**src/hncr_pkg.sv**
```systemverilog
// Shared types and codes for the height normalizer and color ramp.
package hncr_pkg;

  typedef enum logic [1:0] {
    OP_ACCUM = 2'd0,
    OP_MAP   = 2'd1,
    OP_CLEAR = 2'd2
  } op_e;

  typedef enum logic [6:0] {
    ST_IDLE      = 7'b000_0001,
    ST_CLAMP     = 7'b000_0010,
    ST_LOAD_NUM  = 7'b000_0100,
    ST_DIV_LEVEL = 7'b000_1000,
    ST_RAMP      = 7'b001_0000,
    ST_LOAD_CHAN = 7'b010_0000,
    ST_DONE      = 7'b100_0000
  } state_e;

  typedef struct packed {
    logic take;
    logic clamp;
    logic load_num;
    logic div_step;
    logic ramp;
    logic load_chan;
    logic load_out;
  } dp_cmd_t;

  typedef struct packed {
    logic div_last;
  } dp_sts_t;

endpackage

```
**src/hncr_if.sv**
```systemverilog
// Valid/ready channel interfaces for height beats and color beats.
interface hncr_in_if #(
  parameter int HEIGHT_BITS = 16
);
  logic                          valid;
  logic                          ready;
  logic [1:0]                    op;
  logic signed [HEIGHT_BITS-1:0] height;

  modport source (output valid, output op, output height, input ready);
  modport sink   (input valid, input op, input height, output ready);
endinterface

interface hncr_out_if #(
  parameter int LEVEL_BITS = 10
);
  logic                  valid;
  logic                  ready;
  logic [7:0]            red;
  logic [7:0]            green;
  logic [7:0]            blue;
  logic [LEVEL_BITS-1:0] level;
  logic                  flat_range;

  modport source (output valid, output red, output green, output blue, output level,
                  output flat_range, input ready);
  modport sink   (input valid, input red, input green, input blue, input level,
                  input flat_range, output ready);
endinterface

```
**src/hncr_ctrl.sv**
```systemverilog
// Sequencing state machine for the height normalizer and color ramp.
module hncr_ctrl (
  input  logic               clk_i,
  input  logic               rst_ni,
  input  logic               in_valid_i,
  input  logic [1:0]         in_op_i,
  output logic               in_ready_o,
  input  logic               out_ready_i,
  output logic               out_valid_o,
  input  hncr_pkg::dp_sts_t  sts_i,
  output hncr_pkg::dp_cmd_t  cmd_o
);
  import hncr_pkg::*;

  state_e state_q, state_d;
  logic   out_valid_q, out_valid_d;
  logic   take;
  logic   out_free;

  assign in_ready_o  = (state_q == ST_IDLE);
  assign take        = in_ready_o & in_valid_i;
  assign out_free    = ~out_valid_q | out_ready_i;
  assign out_valid_o = out_valid_q;

  always_comb begin
    state_d = state_q;
    cmd_o   = '0;
    cmd_o.take = take;
    unique case (state_q)
      ST_IDLE: begin
        if (take && (in_op_i == OP_MAP)) state_d = ST_CLAMP;
      end
      ST_CLAMP: begin
        cmd_o.clamp = 1'b1;
        state_d = ST_LOAD_NUM;
      end
      ST_LOAD_NUM: begin
        cmd_o.load_num = 1'b1;
        state_d = ST_DIV_LEVEL;
      end
      ST_DIV_LEVEL: begin
        cmd_o.div_step = 1'b1;
        if (sts_i.div_last) state_d = ST_RAMP;
      end
      ST_RAMP: begin
        cmd_o.ramp = 1'b1;
        state_d = ST_LOAD_CHAN;
      end
      ST_LOAD_CHAN: begin
        cmd_o.load_chan = 1'b1;
        state_d = ST_DONE;
      end
      ST_DONE: begin
        if (out_free) begin
          cmd_o.load_out = 1'b1;
          state_d = ST_IDLE;
        end
      end
      default: state_d = ST_IDLE;
    endcase
  end

  always_comb begin
    out_valid_d = out_valid_q & ~out_ready_i;
    if (cmd_o.load_out) out_valid_d = 1'b1;
  end

  always_ff @(posedge clk_i or negedge rst_ni) begin
    if (!rst_ni) begin
      state_q     <= ST_IDLE;
      out_valid_q <= 1'b0;
    end else begin
      state_q     <= state_d;
      out_valid_q <= out_valid_d;
    end
  end

endmodule

```
**src/hncr_dp.sv**
```systemverilog
// Extents tracker, restoring level divider and color ramp datapath.
module hncr_dp #(
  parameter int HEIGHT_BITS = 16,
  parameter int LEVEL_BITS  = 10
) (
  input  logic                          clk_i,
  input  logic                          rst_ni,
  input  hncr_pkg::dp_cmd_t             cmd_i,
  output hncr_pkg::dp_sts_t             sts_o,
  input  logic [1:0]                    op_i,
  input  logic signed [HEIGHT_BITS-1:0] height_i,
  output logic [7:0]                    red_o,
  output logic [7:0]                    green_o,
  output logic [7:0]                    blue_o,
  output logic [LEVEL_BITS-1:0]         level_o,
  output logic                          flat_range_o
);
  import hncr_pkg::*;

  localparam int HB   = HEIGHT_BITS;
  localparam int LB   = LEVEL_BITS;
  localparam int QB   = (LB > 8) ? LB : 8;
  localparam int DNW  = (HB > LB) ? HB : LB;
  localparam int RW   = DNW + 1;
  localparam int WW   = RW + QB;
  localparam int CW   = $clog2(QB);
  localparam int L2   = LB + 2;
  localparam int CNW  = LB + 8;
  localparam int RSH  = CNW + LB;
  localparam int MW   = CNW + 1;
  localparam int PW   = CNW + MW;
  localparam longint FULL_L = (longint'(1) << LB) - 1;
  localparam logic [MW-1:0]  RECIP = MW'(((longint'(1) << RSH) + FULL_L - 1) / FULL_L);
  localparam logic [LB-1:0]  HALF  = LB'(((1 << LB) - 1) / 2);
  localparam logic [L2-1:0]  FULL1 = L2'((1 << LB) - 1);
  localparam logic [L2-1:0]  FULL2 = L2'(2 * ((1 << LB) - 1));
  localparam logic [L2-1:0]  FULL3 = L2'(3 * ((1 << LB) - 1));
  localparam logic [L2-1:0]  FULL4 = L2'(4 * ((1 << LB) - 1));

  typedef enum logic [1:0] {
    SEG_BLUE_CYAN    = 2'd0,
    SEG_CYAN_GREEN   = 2'd1,
    SEG_GREEN_YELLOW = 2'd2,
    SEG_YELLOW_RED   = 2'd3
  } seg_e;

  logic signed [HB-1:0] min_q, max_q, height_q, hc_q;
  logic                 empty_q;
  logic [DNW-1:0]       den_q;
  logic                 flat_q;
  logic [WW-1:0]        w_q, w_d;
  logic [CW-1:0]        cnt_q;
  logic [LB-1:0]        level_q, level_d;
  logic [LB-1:0]        n_q, n_d;
  seg_e                 seg_q, seg_d;
  logic [7:0]           chan_q;
  logic [7:0]           red_q, green_q, blue_q;
  logic [LB-1:0]        lvl_out_q;
  logic                 flat_out_q;

  logic signed [HB-1:0] hc_d;
  logic [HB:0]          den_full, num_full;
  logic [HB+LB-1:0]     prod;
  logic [CNW-1:0]       chan_num;
  logic [PW-1:0]        chan_prod;
  logic [PW-RSH-1:0]    chan_quot;
  logic [WW-1:0]        w_shift;
  logic [RW-1:0]        w_top;
  logic [RW-1:0]        den_ext;
  logic [L2-1:0]        l4;
  logic [QB-1:0]        quot;
  logic [7:0]           chan;

  // Extents
  always_ff @(posedge clk_i or negedge rst_ni) begin
    if (!rst_ni) begin
      min_q   <= '0;
      max_q   <= '0;
      empty_q <= 1'b1;
    end else if (cmd_i.take) begin
      if (op_i == OP_ACCUM) begin
        if (empty_q) begin
          min_q   <= height_i;
          max_q   <= height_i;
          empty_q <= 1'b0;
        end else begin
          if (height_i < min_q) min_q <= height_i;
          if (height_i > max_q) max_q <= height_i;
        end
      end else if (op_i == OP_CLEAR) begin
        min_q   <= '0;
        max_q   <= '0;
        empty_q <= 1'b1;
      end
    end
  end

  // Clamp and range
  always_comb begin
    priority if (height_q < min_q) hc_d = min_q;
    else if (height_q > max_q)     hc_d = max_q;
    else                           hc_d = height_q;
  end

  assign den_full = {max_q[HB-1], max_q} - {min_q[HB-1], min_q};
  assign num_full = {hc_q[HB-1], hc_q} - {min_q[HB-1], min_q};
  assign prod     = {num_full[HB-1:0], LB'(0)} - (HB+LB)'(num_full[HB-1:0]);
  assign chan_num = {n_q, 8'd0} - CNW'(n_q) + CNW'(HALF);

  // Channel divide by full scale through a reciprocal multiply, exact over chan_num
  assign chan_prod = PW'(chan_num) * PW'(RECIP);
  assign chan_quot = chan_prod[PW-1:RSH];

  // Restoring divider step, one quotient bit per cycle
  assign w_shift = w_q << 1;
  assign w_top   = w_shift[WW-1:QB];
  assign den_ext = RW'(den_q);

  always_comb begin
    w_d = w_shift;
    if (w_top >= den_ext) begin
      w_d[WW-1:QB] = w_top - den_ext;
      w_d[0]       = 1'b1;
    end
  end

  assign sts_o.div_last = (cnt_q == CW'(QB - 1));
  assign quot           = w_q[QB-1:0];

  // Ramp segment
  always_comb begin
    level_d = flat_q ? '0 : quot[LB-1:0];
    l4      = {level_d, 2'b00};
    priority if (l4 < FULL1) begin
      seg_d = SEG_BLUE_CYAN;
      n_d   = l4[LB-1:0];
    end else if (l4 < FULL2) begin
      seg_d = SEG_CYAN_GREEN;
      n_d   = LB'(FULL2 - l4);
    end else if (l4 < FULL3) begin
      seg_d = SEG_GREEN_YELLOW;
      n_d   = LB'(l4 - FULL2);
    end else begin
      seg_d = SEG_YELLOW_RED;
      n_d   = LB'(FULL4 - l4);
    end
  end

  assign chan = (chan_quot > (PW-RSH)'(255)) ? 8'hFF : chan_quot[7:0];

  always_ff @(posedge clk_i) begin
    if (cmd_i.take) height_q <= height_i;
    if (cmd_i.clamp) begin
      hc_q   <= hc_d;
      den_q  <= DNW'(den_full[HB-1:0]);
      flat_q <= empty_q | ~(max_q > min_q);
    end
    if (cmd_i.load_num) begin
      w_q <= WW'(prod);
    end else if (cmd_i.div_step) begin
      w_q <= w_d;
    end
    if (cmd_i.ramp) begin
      level_q <= level_d;
      n_q     <= n_d;
      seg_q   <= seg_d;
    end
    if (cmd_i.load_chan) chan_q <= chan;
    if (cmd_i.load_out) begin
      lvl_out_q  <= level_q;
      flat_out_q <= flat_q;
      unique case (seg_q)
        SEG_BLUE_CYAN: begin
          red_q <= 8'd0;   green_q <= chan_q; blue_q <= 8'hFF;
        end
        SEG_CYAN_GREEN: begin
          red_q <= 8'd0;   green_q <= 8'hFF;  blue_q <= chan_q;
        end
        SEG_GREEN_YELLOW: begin
          red_q <= chan_q; green_q <= 8'hFF;  blue_q <= 8'd0;
        end
        SEG_YELLOW_RED: begin
          red_q <= 8'hFF;  green_q <= chan_q; blue_q <= 8'd0;
        end
        default: begin
          red_q <= 8'd0;   green_q <= 8'd0;   blue_q <= 8'd0;
        end
      endcase
    end
  end

  always_ff @(posedge clk_i or negedge rst_ni) begin
    if (!rst_ni) begin
      cnt_q <= '0;
    end else if (cmd_i.load_num) begin
      cnt_q <= '0;
    end else if (cmd_i.div_step) begin
      cnt_q <= cnt_q + CW'(1);
    end
  end

  assign red_o        = red_q;
  assign green_o      = green_q;
  assign blue_o       = blue_q;
  assign level_o      = lvl_out_q;
  assign flat_range_o = flat_out_q;

endmodule

```
**src/height_normalize_color_ramp.sv**
```systemverilog
// Top level: min/max height normalizer with blue-cyan-green-yellow-red color ramp.
// Op 0 beats extend the running min/max and op 2 beats clear it; neither gives a result.
// An op 1 beat clamps the height to the extents, normalizes it to a LEVEL_BITS level and
// maps it to RGB: a restoring divider yields one level bit per cycle, and the ramp channel
// then comes from a reciprocal multiply. Empty extents or max equal to min give level 0,
// flat_range 1 and pure blue. The result sits in an output register; the next beat is
// taken while it waits, and an op 1 beat stalls at its end until the register is free.
// Op code 3 is ignored.
module height_normalize_color_ramp #(
  parameter int HEIGHT_BITS = 16,
  parameter int LEVEL_BITS  = 10
) (
  input  logic       clk_i,
  input  logic       rst_ni,
  hncr_in_if.sink    in_i,
  hncr_out_if.source out_o
);
  import hncr_pkg::*;

  dp_cmd_t cmd;
  dp_sts_t sts;

  hncr_ctrl u_ctrl (
    .clk_i       (clk_i),
    .rst_ni      (rst_ni),
    .in_valid_i  (in_i.valid),
    .in_op_i     (in_i.op),
    .in_ready_o  (in_i.ready),
    .out_ready_i (out_o.ready),
    .out_valid_o (out_o.valid),
    .sts_i       (sts),
    .cmd_o       (cmd)
  );

  hncr_dp #(
    .HEIGHT_BITS (HEIGHT_BITS),
    .LEVEL_BITS  (LEVEL_BITS)
  ) u_dp (
    .clk_i        (clk_i),
    .rst_ni       (rst_ni),
    .cmd_i        (cmd),
    .sts_o        (sts),
    .op_i         (in_i.op),
    .height_i     (in_i.height),
    .red_o        (out_o.red),
    .green_o      (out_o.green),
    .blue_o       (out_o.blue),
    .level_o      (out_o.level),
    .flat_range_o (out_o.flat_range)
  );

endmodule

```
**src/flat_wrapper.sv**
```systemverilog
// flat-port wrapper written by rule: the top's interface ports become plain ports
module height_normalize_color_ramp_flat import hncr_pkg::*;
#(
  parameter int HEIGHT_BITS = 16,
  parameter int LEVEL_BITS  = 10
)
  (clk_i, rst_ni, in_i_valid, in_i_op, in_i_height, in_i_ready, out_o_valid, out_o_red, out_o_green, out_o_blue, out_o_level, out_o_flat_range, out_o_ready);
  hncr_in_if #(.HEIGHT_BITS(HEIGHT_BITS)) in_i_i ();
  hncr_out_if #(.LEVEL_BITS(LEVEL_BITS)) out_o_i ();
  input  logic clk_i;
  input  logic rst_ni;
  input wire logic [$bits(in_i_i.valid)-1:0] in_i_valid;
  input wire logic [$bits(in_i_i.op)-1:0] in_i_op;
  input wire logic [$bits(in_i_i.height)-1:0] in_i_height;
  output wire logic [$bits(in_i_i.ready)-1:0] in_i_ready;
  output wire logic [$bits(out_o_i.valid)-1:0] out_o_valid;
  output wire logic [$bits(out_o_i.red)-1:0] out_o_red;
  output wire logic [$bits(out_o_i.green)-1:0] out_o_green;
  output wire logic [$bits(out_o_i.blue)-1:0] out_o_blue;
  output wire logic [$bits(out_o_i.level)-1:0] out_o_level;
  output wire logic [$bits(out_o_i.flat_range)-1:0] out_o_flat_range;
  input wire logic [$bits(out_o_i.ready)-1:0] out_o_ready;
  assign in_i_i.valid = in_i_valid;
  assign in_i_i.op = in_i_op;
  assign in_i_i.height = in_i_height;
  assign in_i_ready = in_i_i.ready;
  assign out_o_valid = out_o_i.valid;
  assign out_o_red = out_o_i.red;
  assign out_o_green = out_o_i.green;
  assign out_o_blue = out_o_i.blue;
  assign out_o_level = out_o_i.level;
  assign out_o_flat_range = out_o_i.flat_range;
  assign out_o_i.ready = out_o_ready;
  height_normalize_color_ramp #(.HEIGHT_BITS(HEIGHT_BITS), .LEVEL_BITS(LEVEL_BITS)) u_core (.clk_i(clk_i), .rst_ni(rst_ni), .in_i(in_i_i), .out_o(out_o_i));
endmodule
```
**config.mk**
```make
export PLATFORM = sky130hd
export DESIGN_NAME = height_normalize_color_ramp_flat
export DESIGN_NICKNAME = d
export VERILOG_FILES = /design/src/hncr_pkg.sv /design/src/hncr_if.sv /design/src/hncr_ctrl.sv /design/src/hncr_dp.sv /design/src/height_normalize_color_ramp.sv /design/src/flat_wrapper.sv
export SDC_FILE = /design/constraint.sdc
export NUM_CORES = 1
export LEC_CHECK = 0
export BUFFER_PORTS_ARGS = -buffer_cell sky130_fd_sc_hd__buf_2
export CAP_MARGIN = 20
export CORE_ASPECT_RATIO = 0.5
export CORE_UTILIZATION = 40
export DETAILED_ROUTE_END_ITERATION = 10
export PLACE_DENSITY_LB_ADDON = 0.1
export SYNTH_ARGS = -nofsm -noshare
export SYNTH_HDL_FRONTEND = slang
export SYNTH_SLANG_ARGS = --single-unit
```
**constraint.sdc**
```tcl
create_clock -name clk_i -period 5.5 [get_ports clk_i]
set_clock_uncertainty 0.1 [all_clocks]
set_input_delay 0.55 -clock clk_i [delete_from_list [all_inputs] [get_ports clk_i]]
set_output_delay 0.55 -clock clk_i [all_outputs]
set_load 0.1 [all_outputs]
```
Word-level counts from Yosys, hierarchy flattened
Cells that the tools add are included.
{"block": "word_totals", "ff_bits": 185, "word_cells": 120, "output_inout_bits": 37}
{"block": "op_classes", "muxes": 38, "n_reduce_logical": 14, "n_addsub": 10, "n_lt_le_gt_ge": 10, "n_mul": 1, "n_eq_ne": 18, "n_bitwise": 7}
{"cell": "2-to-1 mux 16 bit", "n": 10}
{"cell": "2-to-1 mux 26 bit", "n": 2}
{"cell": "case mux 7 bit (7 select lines)", "n": 1}
{"cell": "> comparator 16 bit", "n": 3}
{"cell": "case mux 8 bit (3 select lines)", "n": 2}
{"cell": "subtractor 16 bit", "n": 3}
{"cell": "2-to-1 mux 10 bit", "n": 4}
{"cell": "multiplier 18 x 19 -> 37 bit, second input constant", "n": 1}
{"cell": "less-than comparator 16 bit", "n": 2}
{"cell": "subtractor 26 x 16 -> 26 bit", "n": 1}
{"cell": "2-to-1 mux 7 bit", "n": 3}
{"cell": "subtractor 10 bit, first input constant", "n": 2}
{"cell": "adder 18 x 9 -> 18 bit, second input constant", "n": 1}
{"cell": "subtractor 18 x 10 -> 18 bit", "n": 1}
{"cell": "greater-or-equal comparator 17 x 16 -> 1 bit", "n": 1}
{"cell": "case mux 8 bit (2 select lines)", "n": 1}
{"cell": "2-to-1 mux 1 bit", "n": 13}
{"cell": "less-than comparator 12 x 10 -> 1 bit, second input constant", "n": 1}
{"cell": "less-than comparator 12 x 11 -> 1 bit, second input constant", "n": 1}
{"cell": "less-than comparator 12 bit, second input constant", "n": 1}
{"cell": "OR reduction 2 bit", "n": 5}
{"cell": "subtractor 10 bit, second input constant", "n": 1}
{"cell": "> comparator 9 x 8 -> 1 bit, second input constant", "n": 1}
{"cell": "AND reduction 3 bit", "n": 3}
{"cell": "22 further kinds", "n": 34}

Depth between registers and ports, before layout
Gate-level depths: netlist of run 1.
{"block": "depth", "ltp_word": 5, "depth_mapped": 29, "ltp_nobuf": 29}

Hierarchy
Synthesis of run 1 repeated with hierarchy kept, for this count alone.
{"block": "unflattened", "cells_unflattened": 1214, "area_unflattened_um2": 13183.9}
{"mod": "hncr_dp", "cells_each": 1163, "n_inst": 1, "seq_area_each_um2": 5101.1, "area_per_inst_um2": 12662.1}
{"mod": "hncr_ctrl", "cells_each": 51, "n_inst": 1, "seq_area_each_um2": 201.4, "area_per_inst_um2": 521.8}

Worst setup path after synthesis of run 1
Ideal clock, no wire load.
{"block": "synth_path", "path_kind": "flip-flop to flip-flop", "from": "reg u_core.u_dp.n_q[1]", "to": "reg u_core.u_dp.chan_q[2], data pin", "setup_time_ns": 0.260, "n_path_buf": 0, "arrival_ns": 4.730, "slack_ns": 0.410, "stages_incl_launch_ff": 29, "t_required_ns": 5.140, "path_cell_list": "edfxtp_1 inv_1 ha_1 inv_1 ha_1 a21o_1 a21oi_1 o21bai_1 a21oi_1 o21bai_1 a21oi_1 xor2_1 inv_1 ha_1 ha_1 inv_1 fa_1 inv_1 ha_1 ha_1 a21oi_1 nor2b_1 o21ai_0 nand2b_1 a21oi_1 o31a_1 o21a_1 nand2b_1 mux2_2"}
{"block": "synth_via", "elab_chain_cells": 4}
{"item": "start: declaration", "line_no": "hncr_dp.sv:54", "text": "logic [LB-1:0] n_q, n_d;"}
{"item": "start signal: assignment", "line_no": "hncr_dp.sv:165", "text": "n_q <= n_d;"}
{"item": "subtractor 18 x 10 -> 18 bit (*)", "line_no": "hncr_dp.sv:108", "text": "assign chan_num = {n_q, 8'd0} - CNW'(n_q) + CNW'(HALF);"}
{"item": "adder 18 x 9 -> 18 bit (*)", "line_no": "hncr_dp.sv:108"}
{"item": "multiplier 18 x 19 -> 37 bit (*)", "line_no": "hncr_dp.sv:111", "text": "assign chan_prod = PW'(chan_num) * PW'(RECIP);"}
{"item": "> comparator 9 x 8 -> 1 bit", "line_no": "hncr_dp.sv:149", "text": "assign chan = (chan_quot > (PW-RSH)'(255)) ? 8'hFF : chan_quot[7:0];"}
{"item": "end signal: assignment", "line_no": "hncr_dp.sv:168", "text": "if (cmd_i.load_chan) chan_q <= chan;"}
{"item": "end: declaration", "line_no": "hncr_dp.sv:56", "text": "logic [7:0] chan_q;"}
Mark *: on every way between the ends. The rest lies on a longest branch, timed or not.
A chain may end at the register's enable or synchronous reset.

Worst setup path in the final report of run 1
{"block": "layout_path", "from": "reg u_core.u_dp.n_q[1]", "to": "reg u_core.u_dp.chan_q[4], data pin"}
The elaborated chain is that of the path after synthesis.

==> key figures, run 1 <==
Run status
  – Status: complete, but fails checks
  – Violated checks: negative hold slack

Place
  – Buffers added on ports: 58
  – GPL Wtd Cong: 0.870
  – DP HPWL: 24,400 µm

STA
  – Setup violations, final: 0
  – RSZ-0062 raised after global routing: true
  – Max Freq: 192 MHz
  – Hold slack: -0.00585 ns
  – Number of hold violations in the final report: 2
  – Slew headroom: 32.6%
  – Slew @ Worst Pin: 1.01 ns
  – Final worst path period share: 94.5%
  – Post-layout min period: 5.20 ns
  – Final Max Slew Viols: 0

Routing
  – Starting DRC count in detailed routing: 526
  – Via Count: 9,224
  – Total wire length: 30,700 µm
  – Remaining antenna violation count after routing: 0
  – WL per Instance: 17.6 µm
  – DRC Markers: 0
  – Vias/cell: 5.29
  – Initial DRT Pass Iterations: 4

Logic synthesis
  – Cell area after synthesis: 13,000 µm²
  – Ranking of synthesized cells by area: edfxtp_1, ha_1, dfrtp_1, xnor2_1, a21oi_1
  – Yosys top cell area share: 32.1%
  – Most common cell in the netlist: ha_1
  – Post-synth net total: 1,435
  – Unique cell type count in the Yosys netlist: 74
  – Most frequent cells after synthesis: ha_1, edfxtp_1, inv_1
  – Synthesis-stage register bit count: 184
  – Syn_area_per_cell: 10.7 µm²
  – FFs w/ async S/R, synth: 24.5%
  – Synthesized instance count: 1,221
  – Ys flop type: edfxtp_1
  – Area leader, netlist: edfxtp_1
  – Post-synth EDFFs: 139
  – Sequential fraction of the synthesis area: 40.8%
  – Ys Warns: 0

Setup path
  – R2r startpoint: u_core.u_dp.n_q[1]
  – Startpoint Class: flip-flop
  – CP most frequent cell: ha_1
  – Critical Path Slowest Stage Cell: fa_1
  – Crit Path Max Fanout: 3
  – CP Data Required Time: 5.60 ns
  – RR Endpoint: u_core.u_dp.chan_q[4]
  – Crit path max-delay family: adder cells
  – Worst-path cell chain: inv_1, ha_1, inv_1, ha_1, fa_1, a21o_1, a21oi_2, o21bai_1, a21oi_1, xor2_1, inv_1, ha_1, ha_1, ha_1, ha_1, nand4_1, o21ai_1, a21oi_1, o31a_1, o21a_1, buf_4, nor3b_2, o211ai_1, o21a_1
  – Type of the worst setup path: flip-flop to flip-flop
  – Crit path DAT: 5.30 ns
  – Crit-path max cell delay: 0.41 ns
  – Critical path capture point type: flip-flop
  – Crit path buf inv count: 4
  – R2R Setup Slk: 0.30 ns
  – FF-to-FF path depth: 24
  – Worst path depth: 24

Pwr
  – PD cells: 494 nW/µm²
  – Pwr Total: 7.21 mW
  – Worst VDD drop: 0.307 mV
  – Leak: 6.44 nW

Floorplanning
  – Die area: 33,300 µm²
  – Rows: 46
  – Initial core utilization: 40.9%
  – Ports: 59
  – Height of the die: 130 µm
  – Die width: 257 µm
  – CORE AREA: 31,800 µm²

Clocking
  – Worst-path clk slew: 0.08 ns
  – Hold_buf cts: 0
  – Clk_lat worst skew: 0.45 ns
  – CTS root buffer: clkbuf_16
  – Cts bufs inserted: 17
  – Max clock buf depth: 2
  – H-tree lvl count: 4
  – CTS tree: built
  – Sink Count: 184

Finish
  – Final core utilization: 45.9%
  – ANT cells: 0
  – Layout cells sized above 1: 14.3%
  – Area Overhead vs Synth: 12.3%
  – Final nets: 1,512

Global routing
  – Initial antenna violation count: 0
  – First-pass GRT wire length: 49,500 µm
  – Vias in the first global route: 9,179
  – Gr ovfl total: 0
  – Gr usage total: 19.2%
  – Largest net degree at the start of global routing: 46

Run
  – Max-cap violations: 0

Hold path
  – Worst hold path class: primary input to asynchronous set/reset pin
## state kept, by name (all words and copies together), names as in the netlist, 2 cells and up
signal / cells
u_core.u_dp.w_q: 26
u_core.u_dp.den_q: 16
u_core.u_dp.hc_q: 16
u_core.u_dp.height_q: 16
u_core.u_dp.max_q: 16
u_core.u_dp.min_q: 16
u_core.u_dp.level_o: 10
u_core.u_dp.level_q: 10
u_core.u_dp.n_q: 9
u_core.u_dp.blue_o: 8
u_core.u_dp.chan_q: 8
u_core.u_dp.green_o: 8
u_core.u_dp.red_o: 8
u_core.u_ctrl.state_q: 7
u_core.u_dp.cnt_q: 4
u_core.u_dp.seg_q: 2
## power breakdown
group / internal (mW) / switching [mW]
Clock: 0.643 / 0.595
Combinational: 1.55 / 2.41
Sequential: 1.83 / 0.176
## cells in the final DEF (no fill, tap or decap), types with 15 or more instances in the layout
cell / netlist / layout
inv_1: 103 / 102
mux2i_1: 36 / 36
ha_1: 187 / 186
clkbuf_16: 0 / 17
nor2b_1: 25 / 23
xnor2_1: 53 / 53
buf_2: 4 / 58
dfrtp_1: 43 / 43
nand3_1: 16 / 16
nand2_1: 58 / 58
a211oi_1: 15 / 15
mux2_2: 35 / 35
o21a_1: 16 / 16
xor2_1: 27 / 27
nor3_1: 23 / 23
buf_4: 0 / 22
nor2_1: 77 / 77
o21ai_0: 46 / 43
edfxtp_1: 139 / 139
nand2b_1: 23 / 22
a21oi_1: 81 / 74
nand4_1: 19 / 19
a21o_1: 48 / 48
and2_1: 19 / 19
## final cells by class
type	count	area, µm²
repair buffers	81	483
inverters	103	387
fillers	2976	17200
well taps	432	541
multi-input cells	911	7310
flip-flops and latches	184	5300
clock inverters	15	158
clock buffers	17	425
## metrics by stage
step           instances  setup TNS, ns  instance area (µm²)  hold WS, ns  setup WS (ns)
2_1_floorplan       1221              0                13000        0.154          0.410
3_3_place_gp        1709              0                13900        0.307          0.246
3_5_place_dp        1709              0                13900        0.305          0.135
4_1_cts             1741              0                14500        0.164          0.120
5_1_grt             1743        -0.0300                14600       0.0188        -0.0190
6_report            1743              0                14600     -0.00585          0.304
## worst max-delay path by stage
stage,from,end,slack (ns)
2_1_floorplan,u_core.u_dp.n_q[1],u_core.u_dp.chan_q[2],0.41
3_3_place_gp,u_core.u_dp.n_q[1],u_core.u_dp.chan_q[2],0.25
6_report,u_core.u_dp.n_q[1],u_core.u_dp.chan_q[4],0.30
5_1_grt,u_core.u_dp.n_q[1],u_core.u_dp.chan_q[2],-0.02
4_1_cts,u_core.u_dp.n_q[1],u_core.u_dp.chan_q[2],0.12
3_5_place_dp,u_core.u_dp.n_q[1],u_core.u_dp.chan_q[2],0.14
## timing repair
item,in CTS,in global routing
setup buffers,0,1
setup endpoints to repair,0,8
resized for setup,0,12
## worst register-to-register path: cells and delay by family (launching register included)
family	cells	cell delay (ns)
compound gates	10	1.65
xor+xnor	1	0.22
fa+ha+maj	7	1.97
buf+inv	4	0.39
flops	1	0.38
simple gates	2	0.27
## routing by layer
layer	up-vias	GRT usage, %	part of all wire, %
met1	4439	26.7	51
met4	0	3.57	0.82
met3	20	3.62	3.0
met2	147	31.6	45
met5	-	0	0
li1	4618	-	-
## cell families (layout without fill, tap and decap cells)
group                    count (synthesis)  after routing  synth area share [%]
multiplexers                            71             71                  5.80
AND/OR/NAND/NOR                        298            298                  11.9
buffers and inverters                  126            216                  3.73
AO/OA/AOI/OAI                          268            268                  13.5
XOR/XNOR                                81             81                  5.51
flip-flops                             184            184                  40.8
adder cells (fa/ha/maj)                192            192                  18.8
other                                    1              1                0.0288
(Power assumes the default switching activity.)
==> run 2: changes to the inputs <==
--- a/config.mk
+++ b/config.mk
@@ -10,7 +10,7 @@
 export CORE_ASPECT_RATIO = 0.5
 export CORE_UTILIZATION = 40
 export DETAILED_ROUTE_END_ITERATION = 10
-export PLACE_DENSITY_LB_ADDON = 0.1
+export PLACE_DENSITY = 0.63
 export SYNTH_ARGS = -nofsm -noshare
 export SYNTH_HDL_FRONTEND = slang
 export SYNTH_SLANG_ARGS = --single-unit
==> key figures, run 2 (synthesis gave the netlist of run 1 again) <==
Routing
  – Total wire length: 29,500 µm
  – Vias/cell: 5.31
  – DRC Markers: 0
  – Initial DRT Pass Iterations: 5
  – Remaining antenna violation count after routing: 0
  – WL per Instance: 16.9 µm
  – Via Count: 9,240
  – Starting DRC count in detailed routing: 523

Pwr
  – Pwr Total: 7.17 mW
  – PD cells: 492 nW/µm²
  – Leak: 6.42 nW
  – Worst VDD drop: 0.297 mV

STA
  – Slew headroom: 31.9%
  – PnR worst setup slack: 0.264 ns
  – Final Max Slew Viols: 0
  – Number of hold violations in the final report: 0
  – Post-layout min period: 5.24 ns
  – Final worst path period share: 95.2%
  – Setup violations, final: 0
  – Max Freq: 191 MHz
  – Slew @ Worst Pin: 1.02 ns

Global routing
  – Gr usage total: 18.4%
  – GR Util met3: 3.23%
  – Gr ovfl total: 0
  – Vias in the first global route: 9,334
  – Largest net degree at the start of global routing: 46
  – First-pass GRT wire length: 48,300 µm
  – Met2 Track Usage GR: 31.5%
  – GRT Max-Usage Layer: met2
  – Met1 usage: 24.1%
  – Initial antenna violation count: 0

Floorplanning
  – CORE AREA: 31,800 µm²
  – Ports: 59
  – Die width: 257 µm
  – Height of the die: 130 µm
  – Rows: 46
  – Die area: 33,300 µm²
  – Initial core utilization: 40.9%

Setup path
  – Crit path DAT: 5.34 ns
  – Critical path capture point type: flip-flop
  – Crit path max-delay family: compound AO/OA/AOI/OAI gates
  – RR Endpoint: u_core.u_dp.chan_q[2]
  – Worst path depth: 26
  – Crit-path max cell delay: 0.43 ns
  – R2r startpoint: u_core.u_dp.n_q[3]
  – CP Data Required Time: 5.60 ns
  – Startpoint Class: flip-flop
  – FF-to-FF path depth: 26
  – Crit path buf inv count: 4
  – Critical Path Slowest Stage Cell: edfxtp_1
  – Crit Path Max Fanout: 5
  – R2R Setup Slk: 0.26 ns
  – Type of the worst setup path: flip-flop to flip-flop

Run
  – Max-cap violations: 0

Clocking
  – Sink Count: 184
  – Clk_lat worst skew: 0.45 ns
  – CTS root buffer: clkbuf_16
  – Cts bufs inserted: 17
  – Worst-path clk slew: 0.08 ns
  – H-tree lvl count: 4
  – Max clock buf depth: 2
  – CTS tree: built
  – Hold_buf cts: 0

Place
  – Buffers added on ports: 58
  – Setup WS pre-CTS: 0.0173 ns
  – GPL Wtd Cong: 0.864
  – DP HPWL: 22,800 µm

Finish
  – Max reg flops: 26
  – Most frequent cells in the layout: ha_1, edfxtp_1, inv_1
  – Fillers: 2,906
  – Final nets: 1,508
  – Commonest non-fill, non-tap cell in the layout: ha_1
  – FF+latch area: 5300 µm²
  – Most flop-heavy register: u_core.u_dp.w_q
  – Layout cells sized above 1: 14.1%
  – Area Overhead vs Synth: 12.0%
  – Area used by multi-input combinational logic: 7310 µm²
  – ANT cells: 0

Run status
  – Status: finished, final reports clean

Hold path
  – Worst hold path class: primary input to asynchronous set/reset pin
[run 2: final cells by class]
type | count | area share, %
timing repair buffer | 77 | 2.97
sequential | 184 | 36.4
clock buffer | 17 | 2.92
tap | 432 | 3.71
clock inverter | 15 | 1.12
inverter | 103 | 2.65
multi-input combinational | 911 | 50.2
[run 2: worst max-delay path by stage]
stage	slack, ns	startpoint	to
after floorplan	0.41	u_core.u_dp.n_q[1]	u_core.u_dp.chan_q[2]
after global placement	0.17	u_core.u_dp.n_q[1]	u_core.u_dp.chan_q[2]
after detailed placement	0.02	u_core.u_dp.n_q[3]	u_core.u_dp.chan_q[2]
after CTS	0.04	u_core.u_dp.n_q[1]	u_core.u_dp.chan_q[2]
after global routing	-0.05	u_core.u_dp.n_q[1]	u_core.u_dp.chan_q[3]
final	0.26	u_core.u_dp.n_q[3]	u_core.u_dp.chan_q[2]
[run 2: routing by layer]
metal  wire [µm]  vias up  part of all wire [%]
li1            -     4584                     -
met1       14200     4467                    48
met2       13900      164                    47
met3         987       25                   3.4
met4         396        0                   1.3
met5           0        -                     0
[run 2: power by group]
group / switching, mW / internal, mW / total, mW
combinational: 2.37 / 1.54 / 3.91
clock: 0.609 / 0.645 / 1.25
sequential: 0.174 / 1.83 / 2.00
[run 2: what timing repair did]
item / 4_1_cts / 5_1_grt
gates cloned: 0 / 0
gates resized for setup: 0 / 12
hold endpoints to repair: 0 / 0
setup buffers: 1 / 3
pin swaps: 0 / 4
endpoints found under the setup margin: 1 / 8
[run 2: metrics by stage]
step | TNS, ns | cells | hold WS [ns] | instance area (µm²) | util, %
floorplan | 0 | 1221 | 0.154 | 13000 | -
global placement | 0 | 1703 | 0.307 | 13900 | 43.6
CTS | 0 | 1736 | 0.143 | 14500 | 45.5
global route | -0.199 | 1739 | 0.175 | 14600 | 45.8
detailed placement | 0 | 1703 | 0.306 | 13900 | 43.6
finish | 0 | 1739 | 0.131 | 14600 | 45.8
==> run 3: changes to the inputs <==
--- a/config.mk
+++ b/config.mk
@@ -10,7 +10,7 @@
 export CORE_ASPECT_RATIO = 0.5
 export CORE_UTILIZATION = 40
 export DETAILED_ROUTE_END_ITERATION = 10
-export PLACE_DENSITY = 0.63
+export PLACE_DENSITY = 0.68
 export SYNTH_ARGS = -nofsm -noshare
 export SYNTH_HDL_FRONTEND = slang
 export SYNTH_SLANG_ARGS = --single-unit
==> key figures, run 3 (synthesis gave the netlist of run 1 again) <==
Setup path
  – R2r startpoint: u_core.u_dp.n_q[1]
  – Critical Path Slowest Stage Cell: fa_1
  – Type of the worst setup path: flip-flop to flip-flop
  – Crit path DAT: 5.31 ns
  – CP Data Required Time: 5.60 ns
  – Worst-path cell chain: inv_1, ha_1, inv_1, ha_1, fa_1, a21o_1, a21oi_2, o21bai_1, a21oi_2, xor2_2, inv_1, ha_1, ha_1, ha_1, ha_1, a21o_1, a21o_1, a21oi_1, inv_1, a21oi_2, o21a_1, nand2b_4, mux2_2
  – R2R Setup Slk: 0.29 ns
  – RR Endpoint: u_core.u_dp.chan_q[2]
  – CP most frequent cell: ha_1
  – Crit-path max cell delay: 0.41 ns
  – FF-to-FF path depth: 23
  – Crit Path Max Fanout: 4
  – Critical path capture point type: flip-flop
  – Startpoint Class: flip-flop

Global routing
  – First-pass GRT wire length: 48,000 µm
  – Largest net degree at the start of global routing: 46
  – Initial antenna violation count: 0
  – Vias in the first global route: 9,260
  – Gr ovfl total: 0
  – Gr usage total: 18.3%

STA
  – Post-layout min period: 5.21 ns
  – Setup violations, final: 0
  – Slew @ Worst Pin: 1.01 ns
  – Final worst path period share: 94.7%
  – Number of hold violations in the final report: 0
  – Final Max Slew Viols: 0
  – Slew headroom: 32.7%
  – Max Freq: 192 MHz

Finish
  – Fin area: 14,600 µm²
  – Layout cells sized above 1: 14.2%
  – Final core utilization: 45.8%
  – Most flop-heavy register: u_core.u_dp.w_q
  – Final nets: 1,509
  – Final Non-Filler Cells: 1,740
  – Area Overhead vs Synth: 12.0%
  – Commonest non-fill, non-tap cell in the layout: ha_1
  – Most frequent cells in the layout: ha_1, edfxtp_1, inv_1
  – ANT cells: 0
  – Fillers: 2,911
  – Max reg flops: 26

Clocking
  – CTS root buffer: clkbuf_16
  – Max clock buf depth: 2
  – Cts bufs inserted: 17
  – H-tree lvl count: 4
  – Clk_lat worst skew: 0.45 ns
  – Worst-path clk slew: 0.07 ns
  – Sink Count: 184
  – CTS tree: built

Floorplanning
  – Initial core utilization: 40.9%
  – Die width: 257 µm
  – Die area: 33,300 µm²
  – Height of the die: 130 µm
  – Rows: 46
  – Ports: 59
  – CORE AREA: 31,800 µm²

Run status
  – Status: finished, final reports clean

Place
  – DP HPWL: 23,100 µm
  – Area after DPL: 13,900 µm²
  – GPL Wtd Cong: 0.899
  – Buffers added on ports: 58
  – Cell count after placement: 1,702

Routing
  – Via Count: 9,350
  – Initial DRT Pass Iterations: 5
  – Vias/cell: 5.37
  – Total wire length: 29,700 µm
  – DRC Markers: 0
  – WL per Instance: 17.1 µm
  – Starting DRC count in detailed routing: 652
  – Remaining antenna violation count after routing: 0

Hold path
  – Worst hold path class: primary input to asynchronous set/reset pin

Pwr
  – PD cells: 490 nW/µm²
  – Pwr Total: 7.13 mW
  – Leak: 6.41 nW
  – Worst VDD drop: 0.243 mV

Run
  – Max-cap violations: 0
[run 3: cell count changes in the layout (fill, tap and decap cells not counted), sizes merged]
cell      before  now
clkbuf        17   19
buf           77   78
clkinv         6    5
inv          110  107
clkinvlp       1    3
[run 3: worst max-delay path, delay by kind of cell (launching register included)]
| kind | cells | cell delay [ns] |
|---|---|---|
| flip-flops | 1 | 0.38 |
| adder cells (fa/ha/maj) | 7 | 1.87 |
| AO/OA/AOI/OAI | 9 | 1.64 |
| AND/OR/NAND/NOR | 1 | 0.16 |
| buffers and inverters | 4 | 0.31 |
| XOR/XNOR | 1 | 0.18 |
| multiplexers | 1 | 0.33 |
[run 3: what timing repair did]
action | CTS | global route
endpoints found under the setup margin | 1 | 8
pin swaps | 0 | 5
buffers inserted | 0 | 5
gates resized for setup | 1 | 15
hold buffers | 0 | 0
[run 3: how the worst max path moves through the flow]
stage	start	to	slack, ns	cells after the start
floorplan	u_core.u_dp.n_q[1]	u_core.u_dp.chan_q[2]	0.41	28
global placement	u_core.u_dp.n_q[1]	u_core.u_dp.chan_q[2]	0.12	28
detailed placement	u_core.u_dp.n_q[1]	u_core.u_dp.chan_q[2]	0.009	28
CTS	u_core.u_dp.n_q[1]	u_core.u_dp.chan_q[2]	0.05	28
global route	u_core.u_dp.n_q[1]	u_core.u_dp.chan_q[2]	-0.02	28
finish	u_core.u_dp.n_q[1]	u_core.u_dp.chan_q[2]	0.29	23
[run 3: cell type report]
cell class	instances	area, µm²	share of cell area, %
Clock buffer	19	433	2.97
Multi-Input combinational cell	911	7330	50.4
Clock inverter	13	118	0.808
Inverter	103	387	2.66
Timing Repair Buffer	78	448	3.08
Sequential cell	184	5300	36.4
Tap cell	432	541	3.71
[run 3: metrics by stage]
| step | setup TNS, ns | worst slack, ns | hold slack, ns |
|---|---|---|---|
| 6_report | 0 | 0.293 | 0.106 |
| 5_1_grt | -0.0194 | -0.0179 | 0.153 |
| 4_1_cts | 0 | 0.0539 | 0.119 |
| 3_5_place_dp | 0 | 0.00878 | 0.306 |
| 3_3_place_gp | 0 | 0.119 | 0.305 |
| 2_1_floorplan | 0 | 0.410 | 0.154 |
[run 3: report_power, final]
| part | internal [mW] | switching [mW] | total [mW] |
|---|---|---|---|
| clock network | 0.627 | 0.568 | 1.19 |
| logic | 1.55 | 2.39 | 3.93 |
| registers | 1.83 | 0.169 | 2.00 |
[run 3: routing by layer]
metal  vias to the layer above  wire length (µm)  GRT usage (%)
met3                        40              1230           3.35
met4                         0               487           5.36
met5                         -                 0              0
met1                      4500             14000           24.0
li1                       4588                 -              -
met2                       222             14100           31.0
